$ cat src/rtl/prsd_pkg.sv
// Shared types and constants for the palette run sprite decoder.
// No dependencies; imported by the parser, top level, checker and testbench.
package prsd_pkg;

   // Stream channel widths (bits).
   localparam int REQ_DATA_W = 32;
   localparam int RSP_DATA_W = 152;

   // req_tuser: what the input transfer carries.
   localparam logic OP_PALETTE = 1'b0;
   localparam logic OP_STREAM  = 1'b1;

   // rsp_tuser: result kind.
   localparam logic [1:0] KIND_PIXEL  = 2'd0;
   localparam logic [1:0] KIND_HEADER = 2'd1;
   localparam logic [1:0] KIND_END    = 2'd2;

   // Run word that closes a frame.
   localparam logic [31:0] END_WORD = 32'h7FFF_7FFF;

   // One parsed event: result kind, pixel coordinates and header values.
   typedef struct packed {
      logic [1:0]  kind;
      logic [16:0] pix_x;
      logic [17:0] pix_y;
      logic [15:0] width;
      logic [15:0] height;
      logic [15:0] center_x;
      logic [15:0] center_y;
   } evt_type;

endpackage

$ cat src/rtl/prsd_parser.sv
// Frame stream parser: header bytes, run words and pixel bytes.
// Depends on prsd_pkg for evt_type, the kind codes and END_WORD.
module prsd_parser import prsd_pkg::*; (
   input  logic       clock,
   input  logic       reset,
   input  logic       byte_valid,
   input  logic [7:0] data_byte,
   output logic       evt_valid,
   output evt_type    evt
);

   localparam logic [1:0] PH_HEADER = 2'd0;
   localparam logic [1:0] PH_WORD   = 2'd1;
   localparam logic [1:0] PH_PIXELS = 2'd2;

   logic [1:0]  phase_ff, phase_in;
   logic [2:0]  pos_ff, pos_in;
   logic [23:0] word_ff, word_in;
   logic [15:0] cx_ff, cx_in;
   logic [15:0] cy_ff, cy_in;
   logic [15:0] width_ff, width_in;
   logic [15:0] height_ff, height_in;
   logic [9:0]  xo_ff, xo_in;
   logic [9:0]  yo_ff, yo_in;
   logic [11:0] left_ff, left_in;
   logic [11:0] rpos_ff, rpos_in;

   logic [31:0] full_word;
   logic [16:0] pix_x;
   logic [17:0] pix_y;

   assign full_word = {data_byte, word_ff};

   assign pix_x = {cx_ff[15], cx_ff} + {{7{xo_ff[9]}}, xo_ff} + {5'b0, rpos_ff};
   assign pix_y = {{2{cy_ff[15]}}, cy_ff} + {{8{yo_ff[9]}}, yo_ff} + {2'b0, height_ff};

   always_comb begin
      phase_in  = phase_ff;
      pos_in    = pos_ff;
      word_in   = word_ff;
      cx_in     = cx_ff;
      cy_in     = cy_ff;
      width_in  = width_ff;
      height_in = height_ff;
      xo_in     = xo_ff;
      yo_in     = yo_ff;
      left_in   = left_ff;
      rpos_in   = rpos_ff;
      evt_valid = 1'b0;
      evt.kind  = KIND_PIXEL;
      if (byte_valid) begin
         unique case (phase_ff)
            PH_HEADER: begin
               // Little-endian header: x, y, width, height.
               case (pos_ff[2:1])
                  2'd0: if (pos_ff[0]) cx_in[15:8] = data_byte;
                        else cx_in[7:0] = data_byte;
                  2'd1: if (pos_ff[0]) cy_in[15:8] = data_byte;
                        else cy_in[7:0] = data_byte;
                  2'd2: if (pos_ff[0]) width_in[15:8] = data_byte;
                        else width_in[7:0] = data_byte;
                  default: if (pos_ff[0]) height_in[15:8] = data_byte;
                           else height_in[7:0] = data_byte;
               endcase
               if (pos_ff == 3'd7) begin
                  pos_in    = 3'd0;
                  word_in   = 24'd0;
                  phase_in  = PH_WORD;
                  evt_valid = 1'b1;
                  evt.kind  = KIND_HEADER;
               end else begin
                  pos_in = pos_ff + 3'd1;
               end
            end
            PH_WORD: begin
               case (pos_ff[1:0])
                  2'd0: word_in[7:0]   = data_byte;
                  2'd1: word_in[15:8]  = data_byte;
                  2'd2: word_in[23:16] = data_byte;
                  default: ;
               endcase
               if (pos_ff[1:0] != 2'd3) begin
                  pos_in = {1'b0, pos_ff[1:0] + 2'd1};
               end else begin
                  pos_in = 3'd0;
                  if (full_word == END_WORD) begin
                     word_in   = 24'd0;
                     phase_in  = PH_HEADER;
                     evt_valid = 1'b1;
                     evt.kind  = KIND_END;
                  end else begin
                     xo_in   = full_word[31:22];
                     yo_in   = full_word[21:12];
                     left_in = full_word[11:0];
                     rpos_in = 12'd0;
                     // Zero-length run: stay and take the next word.
                     if (full_word[11:0] != 12'd0) phase_in = PH_PIXELS;
                  end
               end
            end
            default: begin
               // Pixel byte; the unused phase code behaves the same.
               evt_valid = 1'b1;
               evt.kind  = KIND_PIXEL;
               rpos_in   = rpos_ff + 12'd1;
               left_in   = left_ff - 12'd1;
               if (left_in == 12'd0) begin
                  phase_in = PH_WORD;
                  pos_in   = 3'd0;
                  word_in  = 24'd0;
               end
            end
         endcase
      end
      evt.pix_x    = pix_x;
      evt.pix_y    = pix_y;
      evt.width    = width_in;
      evt.height   = height_in;
      evt.center_x = cx_in;
      evt.center_y = cy_in;
   end

   always_ff @(posedge clock) begin
      if (reset) begin
         phase_ff  <= PH_HEADER;
         pos_ff    <= 3'd0;
         word_ff   <= 24'd0;
         cx_ff     <= 16'd0;
         cy_ff     <= 16'd0;
         width_ff  <= 16'd0;
         height_ff <= 16'd0;
         xo_ff     <= 10'd0;
         yo_ff     <= 10'd0;
         left_ff   <= 12'd0;
         rpos_ff   <= 12'd0;
      end else begin
         phase_ff  <= phase_in;
         pos_ff    <= pos_in;
         word_ff   <= word_in;
         cx_ff     <= cx_in;
         cy_ff     <= cy_in;
         width_ff  <= width_in;
         height_ff <= height_in;
         xo_ff     <= xo_in;
         yo_ff     <= yo_in;
         left_ff   <= left_in;
         rpos_ff   <= rpos_in;
      end
   end

endmodule

$ cat src/rtl/palette_run_sprite_decoder_core.sv
// Top level of the palette run sprite decoder: palette memory, pipeline, ports.
// Depends on prsd_pkg and prsd_parser.
//
// Usage:
//  - Input channel req_*: each transfer is either a palette write (req_tuser =
//    OP_PALETTE, index and color in req_tdata) or one frame stream byte
//    (req_tuser = OP_STREAM, byte in req_tdata[31:24]).
//  - A frame is an 8-byte header, then 32-bit run words each followed by its
//    pixel bytes; the word 0x7FFF7FFF closes the frame.
//  - Result channel rsp_*: one transfer per header, per pixel byte and per
//    frame end; rsp_tuser gives the kind. Palette writes, header bytes 0..6
//    and run word bytes produce nothing.
//  - Throughput: one input transfer per cycle, sustained while rsp_tready is high.
//  - Pipeline: a result passes from stage 1 into the output register. Stage 1
//    holds the parse result and the registered palette read; stage 2 does the
//    row-major multiply-add and bounds check into the output register.
//  - Stall: while rsp_tready is low the pipeline still fills its empty stages;
//    req_tready drops only once both stages hold a result.
//  - Reset clears the parser to header phase and empties the pipeline; the
//    palette keeps its contents, and an entry must be written before a pixel
//    byte selects it.
module palette_run_sprite_decoder_core import prsd_pkg::*; #(
   parameter int PALETTE_ENTRIES = 256
) (
   input  logic                  clock,
   input  logic                  reset,
   input  logic                  req_tvalid,
   output logic                  req_tready,
   // [7:0] palette_index, [23:8] palette_color, [31:24] data_byte
   input  logic [REQ_DATA_W-1:0] req_tdata,
   // [0] op
   input  logic                  req_tuser,
   output logic                  rsp_tvalid,
   input  logic                  rsp_tready,
   // [16:0] pixel_x, [34:17] pixel_y, [66:35] address, [82:67] color,
   // [83] in_bounds, [99:84] frame_width, [115:100] frame_height,
   // [131:116] center_x, [147:132] center_y, [151:148] zero
   output logic [RSP_DATA_W-1:0] rsp_tdata,
   // [1:0] kind
   output logic [1:0]            rsp_tuser
);

   localparam int PAL_AW = (PALETTE_ENTRIES > 1) ? $clog2(PALETTE_ENTRIES) : 1;

   logic [15:0] palette_mem [PALETTE_ENTRIES];

   logic [7:0]  req_index;
   logic [15:0] req_color;
   logic [7:0]  req_byte;
   logic        req_fire;
   logic        pal_wr;
   logic        stream_fire;

   logic        evt_valid;
   evt_type     evt;

   logic        s1_en;
   logic        out_en;
   logic        s1_valid_ff;
   evt_type     s1_evt_ff;
   logic [15:0] s1_color_ff;
   logic        s1_hit_ff;

   logic signed [34:0] prod;
   logic [31:0] addr;
   logic        x_in;
   logic        y_in;
   logic [15:0] color;
   logic [RSP_DATA_W-1:0] rsp_data_in;

   logic                  rsp_valid_ff;
   logic [1:0]            rsp_kind_ff;
   logic [RSP_DATA_W-1:0] rsp_data_ff;

   assign req_index = req_tdata[7:0];
   assign req_color = req_tdata[23:8];
   assign req_byte  = req_tdata[31:24];

   // Advance each stage when its successor can take it.
   assign out_en      = !rsp_valid_ff || rsp_tready;
   assign s1_en       = !s1_valid_ff || out_en;
   assign req_tready  = s1_en;
   assign req_fire    = req_tvalid && req_tready;
   assign stream_fire = req_fire && (req_tuser == OP_STREAM);
   // Drop writes to entries the palette does not have.
   assign pal_wr = req_fire && (req_tuser == OP_PALETTE)
                   && ({1'b0, req_index} < 9'(PALETTE_ENTRIES));

   always_ff @(posedge clock) begin
      if (pal_wr) begin
         palette_mem[req_index[PAL_AW-1:0]] <= req_color;
      end
   end

   prsd_parser u_parser (
      .clock      (clock),
      .reset      (reset),
      .byte_valid (stream_fire),
      .data_byte  (req_byte),
      .evt_valid  (evt_valid),
      .evt        (evt)
   );

   // Stage 1: parse result and palette read.
   always_ff @(posedge clock) begin
      if (reset) begin
         s1_valid_ff <= 1'b0;
      end else if (s1_en) begin
         s1_valid_ff <= evt_valid;
      end
   end

   always_ff @(posedge clock) begin
      if (s1_en) begin
         s1_evt_ff   <= evt;
         s1_color_ff <= palette_mem[req_byte[PAL_AW-1:0]];
         s1_hit_ff   <= ({1'b0, req_byte} < 9'(PALETTE_ENTRIES));
      end
   end

   // Stage 2: address = y * width + x, wrapped to 32 bits; bounds check.
   assign prod = $signed(s1_evt_ff.pix_y) * $signed({1'b0, s1_evt_ff.width});
   assign addr = prod[31:0] + {{15{s1_evt_ff.pix_x[16]}}, s1_evt_ff.pix_x};
   assign x_in = !s1_evt_ff.pix_x[16]
                 && ($signed({s1_evt_ff.pix_x[16], s1_evt_ff.pix_x})
                     < $signed({2'b00, s1_evt_ff.width}));
   assign y_in = !s1_evt_ff.pix_y[17]
                 && ($signed(s1_evt_ff.pix_y) < $signed({2'b00, s1_evt_ff.height}));
   assign color = s1_hit_ff ? s1_color_ff : 16'd0;

   always_comb begin
      rsp_data_in = '0;
      rsp_data_in[99:84]   = s1_evt_ff.width;
      rsp_data_in[115:100] = s1_evt_ff.height;
      rsp_data_in[131:116] = s1_evt_ff.center_x;
      rsp_data_in[147:132] = s1_evt_ff.center_y;
      // Header and end results carry zero pixel fields.
      if (s1_evt_ff.kind == KIND_PIXEL) begin
         rsp_data_in[16:0]  = s1_evt_ff.pix_x;
         rsp_data_in[34:17] = s1_evt_ff.pix_y;
         rsp_data_in[66:35] = addr;
         rsp_data_in[82:67] = color;
         rsp_data_in[83]    = x_in && y_in;
      end
   end

   always_ff @(posedge clock) begin
      if (reset) begin
         rsp_valid_ff <= 1'b0;
      end else if (out_en) begin
         rsp_valid_ff <= s1_valid_ff;
      end
   end

   always_ff @(posedge clock) begin
      if (out_en) begin
         rsp_kind_ff <= s1_evt_ff.kind;
         rsp_data_ff <= rsp_data_in;
      end
   end

   assign rsp_tvalid = rsp_valid_ff;
   assign rsp_tuser  = rsp_kind_ff;
   assign rsp_tdata  = rsp_data_ff;

endmodule

$ cat config.mk
export PLATFORM = sky130hd
export DESIGN_NAME = palette_run_sprite_decoder_core
export DESIGN_NICKNAME = d
export VERILOG_FILES = /design/src/rtl/prsd_pkg.sv /design/src/rtl/prsd_parser.sv /design/src/rtl/palette_run_sprite_decoder_core.sv
export SDC_FILE = /design/constraint.sdc
export NUM_CORES = 2
export LEC_CHECK = 0
export BUFFER_PORTS_ARGS = -buffer_cell sky130_fd_sc_hd__buf_2
export CORE_AREA = 2 2 609 611
export CTS_CLUSTER_SIZE = 10
export DETAILED_ROUTE_END_ITERATION = 12
export DIE_AREA = 0 0 611 613
export GPL_TIMING_DRIVEN = 0
export HOLD_SLACK_MARGIN = 0.05
export MAX_ROUTING_LAYER = met4
export PLACE_DENSITY = 0.68
export SLEW_MARGIN = 20
export SYNTH_ARGS = -nofsm -noshare
export SYNTH_HDL_FRONTEND = slang
export SYNTH_HIERARCHICAL = 1
export SYNTH_SLANG_ARGS = --single-unit
$ cat constraint.sdc
create_clock -name clock -period 6.6 [get_ports clock]
set_input_delay 1.32 -clock clock [delete_from_list [all_inputs] [get_ports clock]]
set_output_delay 1.32 -clock clock [all_outputs]
set_load 0.02 [all_outputs]
## After elaboration in Yosys (flattened, before gate mapping)

Memories as Yosys holds them, arrays and structs flattened. A register that Yosys moved wholly into a read port is not among the register bits.
Index checks and enable logic that the tools add are counted.

- Register bits: 390
- Latch bits: 0
- RAM bits: 4,096
- ROM bits: 0
- Input bits: 37
- Memories kept: 1

- Add/sub/neg operators: 9
- Multiply operators: 1
- Div/mod/pow operators: 0
- Magnitude comparators: 2
- Eq/ne operators: 12
- Shift operators: 0
- Muxes and demuxes: 55
- Bitwise gates (word level): 4
- Reduce and logical (&&, ||, !) cells: 25

Memory list:

| name | words | bits a word | read ports | clocked after memory_dff | write ports | RTL line | source |
|---|---|---|---|---|---|---|---|
| palette_mem | 256 | 16 | 1 | 1 | 1 | palette_run_sprite_decoder_core.sv:45 | `logic [15:0] palette_mem [PALETTE_ENTRIES];` |

Operator list:

| kind | count |
|---|---|
| 2-to-1 mux 16 bit | 12 |
| 2-to-1 mux 24 bit | 4 |
| 2-to-1 mux 8 bit | 11 |
| 2-to-1 mux 12 bit | 4 |
| case mux 12 bit (2 select lines) | 2 |
| case mux 24 bit (2 select lines) | 1 |
| adder 16 x 10 -> 17 bit | 2 |
| adder 32 bit | 1 |
| == test 32 x 31 -> 1 bit, second input constant | 1 |
| multiplier 18 x 17 -> 32 bit | 1 |
| adder 18 x 16 -> 18 bit | 1 |
| less-than comparator 18 x 17 -> 1 bit | 1 |
| adder 17 x 12 -> 17 bit | 1 |
| less-than comparator 17 bit | 1 |
| 2-to-1 mux 2 bit | 8 |
| adder 12 x 1 -> 12 bit, second input constant | 1 |
| logical NOT 12 bit | 1 |
| nonzero test 12 bit | 1 |
| subtractor 12 x 1 -> 12 bit, second input constant | 1 |
| logical NOT 2 bit | 4 |
| case mux 2 bit (2 select lines) | 2 |
| AND reduction 4 bit | 2 |
| 2-to-1 mux 1 bit | 7 |
| == test 2 x 1 -> 1 bit, second input constant | 3 |
| 19 further kinds | 35 |

## Longest topological paths before layout

- Depth after elaboration: 7
- Gate-level depth with buffers: 22
- Depth with buffers taken out: 21

## Hierarchy

The synthesis kept the hierarchy.

Modules (own cells, without submodules):

| module | instances | cells each | area each (µm²) | seq. area each (µm²) |
|---|---|---|---|---|
| palette_run_sprite_decoder_core | 1 | 8,330 | 175,230.6 | 131,055.7 |
| prsd_parser | 1 | 874 | 8,212.9 | 2,742.6 |

## Worst setup path after synthesis

OpenSTA, ideal clock, no wires.

- Kind: input to register
- Start: in rsp_tready
- End: mem palette_mem[180][0] (enable)
- Library setup time: 388 ps
- Arrival time: 6,097 ps
- Setup slack: 114 ps
- Stages on the path: 7
- Path buffers: 1
- Cells stage by stage: nor2b_1 nand2_1 nand3b_1 nor3_1 nand3_1 clkbuf_1 nor2_1

- Longest elaborated chain between the ends: 6

RTL lines:

| element | RTL line | source |
|---|---|---|
| from (decl) | palette_run_sprite_decoder_core.sv:34 | `input logic rsp_tready,` |
| logical OR 1 bit | palette_run_sprite_decoder_core.sv:80 | `assign out_en = !rsp_valid_ff \|\| rsp_tready;` |
| logical OR 1 bit | palette_run_sprite_decoder_core.sv:81 | `assign s1_en = !s1_valid_ff \|\| out_en;` |
| named net req_tready | palette_run_sprite_decoder_core.sv:28 | `output logic req_tready,` |
| logical AND 1 bit | palette_run_sprite_decoder_core.sv:83 | `assign req_fire = req_tvalid && req_tready;` |
| logical AND 1 bit | palette_run_sprite_decoder_core.sv:86 | `assign pal_wr = req_fire && (req_tuser == OP_PALETTE)` |
| 2-to-1 mux 1 bit | palette_run_sprite_decoder_core.sv:90 | `if (pal_wr) begin` |
| 2-to-1 mux 1 bit (implied by the code) | palette_run_sprite_decoder_core.sv:91 | `palette_mem[req_index[PAL_AW-1:0]] <= req_color;` |
| to (decl) | palette_run_sprite_decoder_core.sv:45 |  |

The timed path passes the listed nets, and every way through them passes these cells.

## Worst setup path in the final report

- Start: reg s1_evt_ff[76] in the netlist's numbering
- End: reg rsp_data_ff[60], in the netlist rsp_tdata[60] (data pin)

- Longest elaborated chain between the ends: 2

RTL lines:

| element | RTL line | source |
|---|---|---|
| from (decl) | palette_run_sprite_decoder_core.sv:60 | `evt_type s1_evt_ff;` |
| from (signal assigned) | palette_run_sprite_decoder_core.sv:115 | `s1_evt_ff <= evt;` |
| multiplier 18 x 17 -> 32 bit | palette_run_sprite_decoder_core.sv:122 | `assign prod = $signed(s1_evt_ff.pix_y) * $signed({1'b0, s1_evt_ff.width});` |
| adder 32 bit | palette_run_sprite_decoder_core.sv:123 | `assign addr = prod[31:0] + {{15{s1_evt_ff.pix_x[16]}}, s1_evt_ff.pix_x};` |
| to (signal assigned) | palette_run_sprite_decoder_core.sv:158 | `rsp_data_ff <= rsp_data_in;` |
| to (decl) | palette_run_sprite_decoder_core.sv:73 | `logic [RSP_DATA_W-1:0] rsp_data_ff;` |

No other way between the ends.
A chain may end at the register's enable or synchronous reset.

==> results.py <==
metrics = {
    "detailed_routing": {
        "drt_iter0_drc": 14200,
        "drc": 0,
        "wl_met3_um": 57900,
        "wl_met1_um": 190000,
        "via_per_inst": 6.45,
        "drt_first_pass_iters": 7,
        "drtAntennaViolNets": 0,
        "num_vias": 98400,
        "met2_length_um": 244000,
        "routed.top_layer": "met4",
        "routedWlPerCell_um": 34.3,
        "wirelength_um": 523000,
    },
    "setup_path": {
        "r2r_setup_slack_ns": 0.20,
        "crit_path_end_kind": "flop",
        "worstSetupPathType": "reg2reg",
        "worst_path_largest_cell_delay_ns": 0.55,
        "cp_top_family": "adder cells",
        "reg2reg_depth": 19,
        "path_depth": 19,
        "crit_path_start_kind": "flop",
        "cp.arrival_ns": 7.10,
        "reg2reg_to": "rsp_tdata[60]",
        "timing.critical_path.buf_inv": 4,
        "path_cells": "clkbuf_4 -> nand2_1 -> fa_1 -> fa_1 -> fa_1 -> inv_1 -> fa_1 -> fa_1 -> inv_1 -> fa_1 -> inv_1 -> ha_1 -> o21a_1 -> o21ai_2 -> nor4b_4 -> nor3_1 -> o31ai_1 -> xnor2_1 -> nor2_1",
        "crit_fanout": 10,
        "critPathSlowestCell": "fa_1",
        "cp.required_ns": 7.31,
        "r2r-start": "s1_evt_ff[76]",
        "crit_path_frequent_cell": "fa_1",
    },
    "place": {
        "dpl_cell_area_um2": 196000,
        "routabilityCongestion": 0.964,
        "io_buffers": 188,
        "dpl.cell_count": 14500,
        "hpwl_um": 357000,
    },
    "layout": {
        "fin_area_um2": 211000,
        "layout.nets": 10800,
        "final_common_cell": "edfxtp_1",
        "final_cell_mix": "edfxtp_1, mux4_2, clkbuf_16, inv_1, fa_1",
        "stdcell_count": 15300,
        "multi_input_area_um2": 46700,
        "regArea_um2": 134000,
        "fillCellCount": 26500,
        "drive_gt1_share_pct": 26.4,
        "area_delta_synth_final_pct": 15.2,
    },
    "logic_synthesis": {
        "synth_top_area_cell": "edfxtp_1",
        "synth-edff-count": 4363,
        "synth_top_area_share_pct": 71.4,
        "synth_top_flop_cell": "edfxtp_1",
        "netlist_area_um2": 183000,
        "ys_seq_area_share_pct": 72.9,
        "yosys-top-cells-area": "edfxtp_1, mux4_2, fa_1",
        "syn_area_per_cell_um2": 19.9,
        "synth-warning-count": 6,
        "syn_inst": 9204,
        "ys_ff_latch": 4502,
        "async_flop_share_pct": 0,
        "yosys.cell_types.count": 70,
    },
    "timing": {
        "post-route-period-util_pct": 96.9,
        "worst_pin_slew_ns": 1.30,
        "final_hold_viol_count": 0,
        "max_clock_freq_mhz": 156,
        "skew_ns": 0.0895,
        "fin_tns_setup_ns": 0,
        "period_needed_ns": 6.40,
        "setup_viol": 0,
        "whs_ns": 0.416,
        "maxSlewViolCount": 0,
        "slew_headroom_pct": 13.1,
    },
    "cts": {
        "cts_tree": "built",
        "clk_path_buf_depth": 4,
        "cts_hold_buf": 0,
        "cts_sinks": 4502,
        "numCtsBuffers": 528,
        "clock-root-buffer": "clkbuf_16",
        "clkLatencyLatePin_ns": 1.07,
        "htreeDepth": 6,
        "clkTransAtPathRegs_ns": 0.05,
    },
    "global_route": {
        "grt_overflow": 0,
        "grt.total_usage_pct": 28.7,
        "antenna_found_initial": 30,
        "grt_pass1_wl_um": 732000,
        "first_global_vias": 98400,
        "grt_max_degree": 129,
    },
    "hold_path": {
        "hold_end": "rsp_tdata[120]",
        "worstHoldStart": "rsp_data_in[120]",
        "hp-class": "reg2reg",
        "whs_path_depth": 0,
    },
    "floorplan": {
        "die_area_um2": 375000,
        "ios": 193,
        "die_h_um": 613,
        "die_w_um": 611,
        "coreArea_um2": 368000,
        "num_rows": 223,
        "initial_core_util_pct": 49.9,
    },
    "pwr": {
        "power-per-cell-area_nw_per_um2": 286,
        "ir_drop_uv": 297,
        "power_mw": 60.4,
        "p_leak_nw": 70.5,
    },
    "flow_run": {
        "maxCapViolations": 0,
    },
    "status": {
        "status": "finished clean",
    },
}
-- worst max-delay path by stage --
stage	to	startpoint	slack [ns]
after floorplan	palette_mem[180][0]	rsp_tready	0.11
final	rsp_tdata[60]	s1_evt_ff[76]	0.20
after CTS	rsp_tdata[64]	s1_evt_ff[76]	0.01
after global routing	rsp_tdata[64]	rsp_data_in[86]	-0.04
after detailed placement	rsp_tdata[66]	rsp_data_in[92]	-1.11
after global placement	palette_mem[190][7]	rsp_tready	-5.93
-- worst register-to-register path: stages (launching register included) --
cell and delay, ns:
edfxtp_1 0.54, clkbuf_4 0.34, nand2_1 0.12, fa_1 0.48, fa_1 0.50, fa_1 0.56, inv_1 0.07, fa_1 0.49
fa_1 0.49, inv_1 0.05, fa_1 0.48, inv_1 0.04, ha_1 0.42, o21a_1 0.22, o21ai_2 0.10, nor4b_4 0.42
nor3_1 0.13, o31ai_1 0.31, xnor2_1 0.25, nor2_1 0.09
-- power by group --
part           switching, mW  internal [mW]  leakage, nW
combinational           2.14          0.973         22.1
clock                   11.1           14.7         7.16
sequential            0.0355           31.4         41.2
total                   13.3           47.1         70.5
-- sequential cells by signal, indices dropped and copies added, names as in the netlist, 24 cells and up --
register and flops:
s1_evt_ff 37, rsp_data_in 64, palette_mem 4096, rsp_tdata 148
u_parser/word_ff 24
-- logic make-up (layout without fill, tap and decap cells) --
logic type               count (synthesis)  after routing  synth area share, %
AO/OA/AOI/OAI                         1037           1037                 4.15
XOR/XNOR                                65             65                0.310
adder cells (fa/ha/maj)                479            479                 4.58
buffers and inverters                  929           2116                 2.08
flip-flops                            4502           4502                 72.9
multiplexers                          1108           1108                 13.1
other                                    1             41              0.00204
AND/OR/NAND/NOR                       1083           1083                 2.86
-- cell usage after synthesis (83+ instances only) --
library cell / instances
nor2b_1: 83
buf_2: 100
clkbuf_1: 332
ha_1: 157
a21oi_1: 200
a22oi_1: 272
and2_1: 238
inv_1: 418
nor2_1: 397
a22o_1: 129
edfxtp_1: 4363
nand2_1: 184
dfxtp_1: 139
fa_1: 322
mux4_2: 1024
a221oi_1: 130
-- metal layers --
layer  track usage [%]  vias up
li1                  -    39200
met1              36.9    51900
met2              43.1     6233
met3              6.66     1116
met4              14.4        0
met5                 -        -
-- area by class of cell --
class                   instances  area share [%]
repair buffers                532            2.85
well taps                    4837            2.86
diodes                         37          0.0438
flip-flops and latches       4502            63.3
inverters                     418           0.748
plain buffers                 502            1.11
clock buffers                 595            6.44
clock inverters                69           0.548
multi-input cells            3776            22.1
-- metrics by stage --
| stage | util, % | setup WS (ns) |
|---|---|---|
| 4_1_cts | 57.4 | 0.0109 |
| 2_1_floorplan | - | 0.114 |
| 5_1_grt | 57.5 | -0.0396 |
| 6_report | 57.5 | 0.202 |
| 3_3_place_gp | 51.8 | -5.93 |
| 3_5_place_dp | 53.3 | -1.11 |
-- what timing repair did --
item / 4_1_cts / 5_1_grt
pin swaps: 3 / 4
setup endpoints to repair: 13 / 12
buffers inserted: 25 / 25
resized for setup: 41 / 17
No activity file was read; power rests on OpenSTA's default activity.
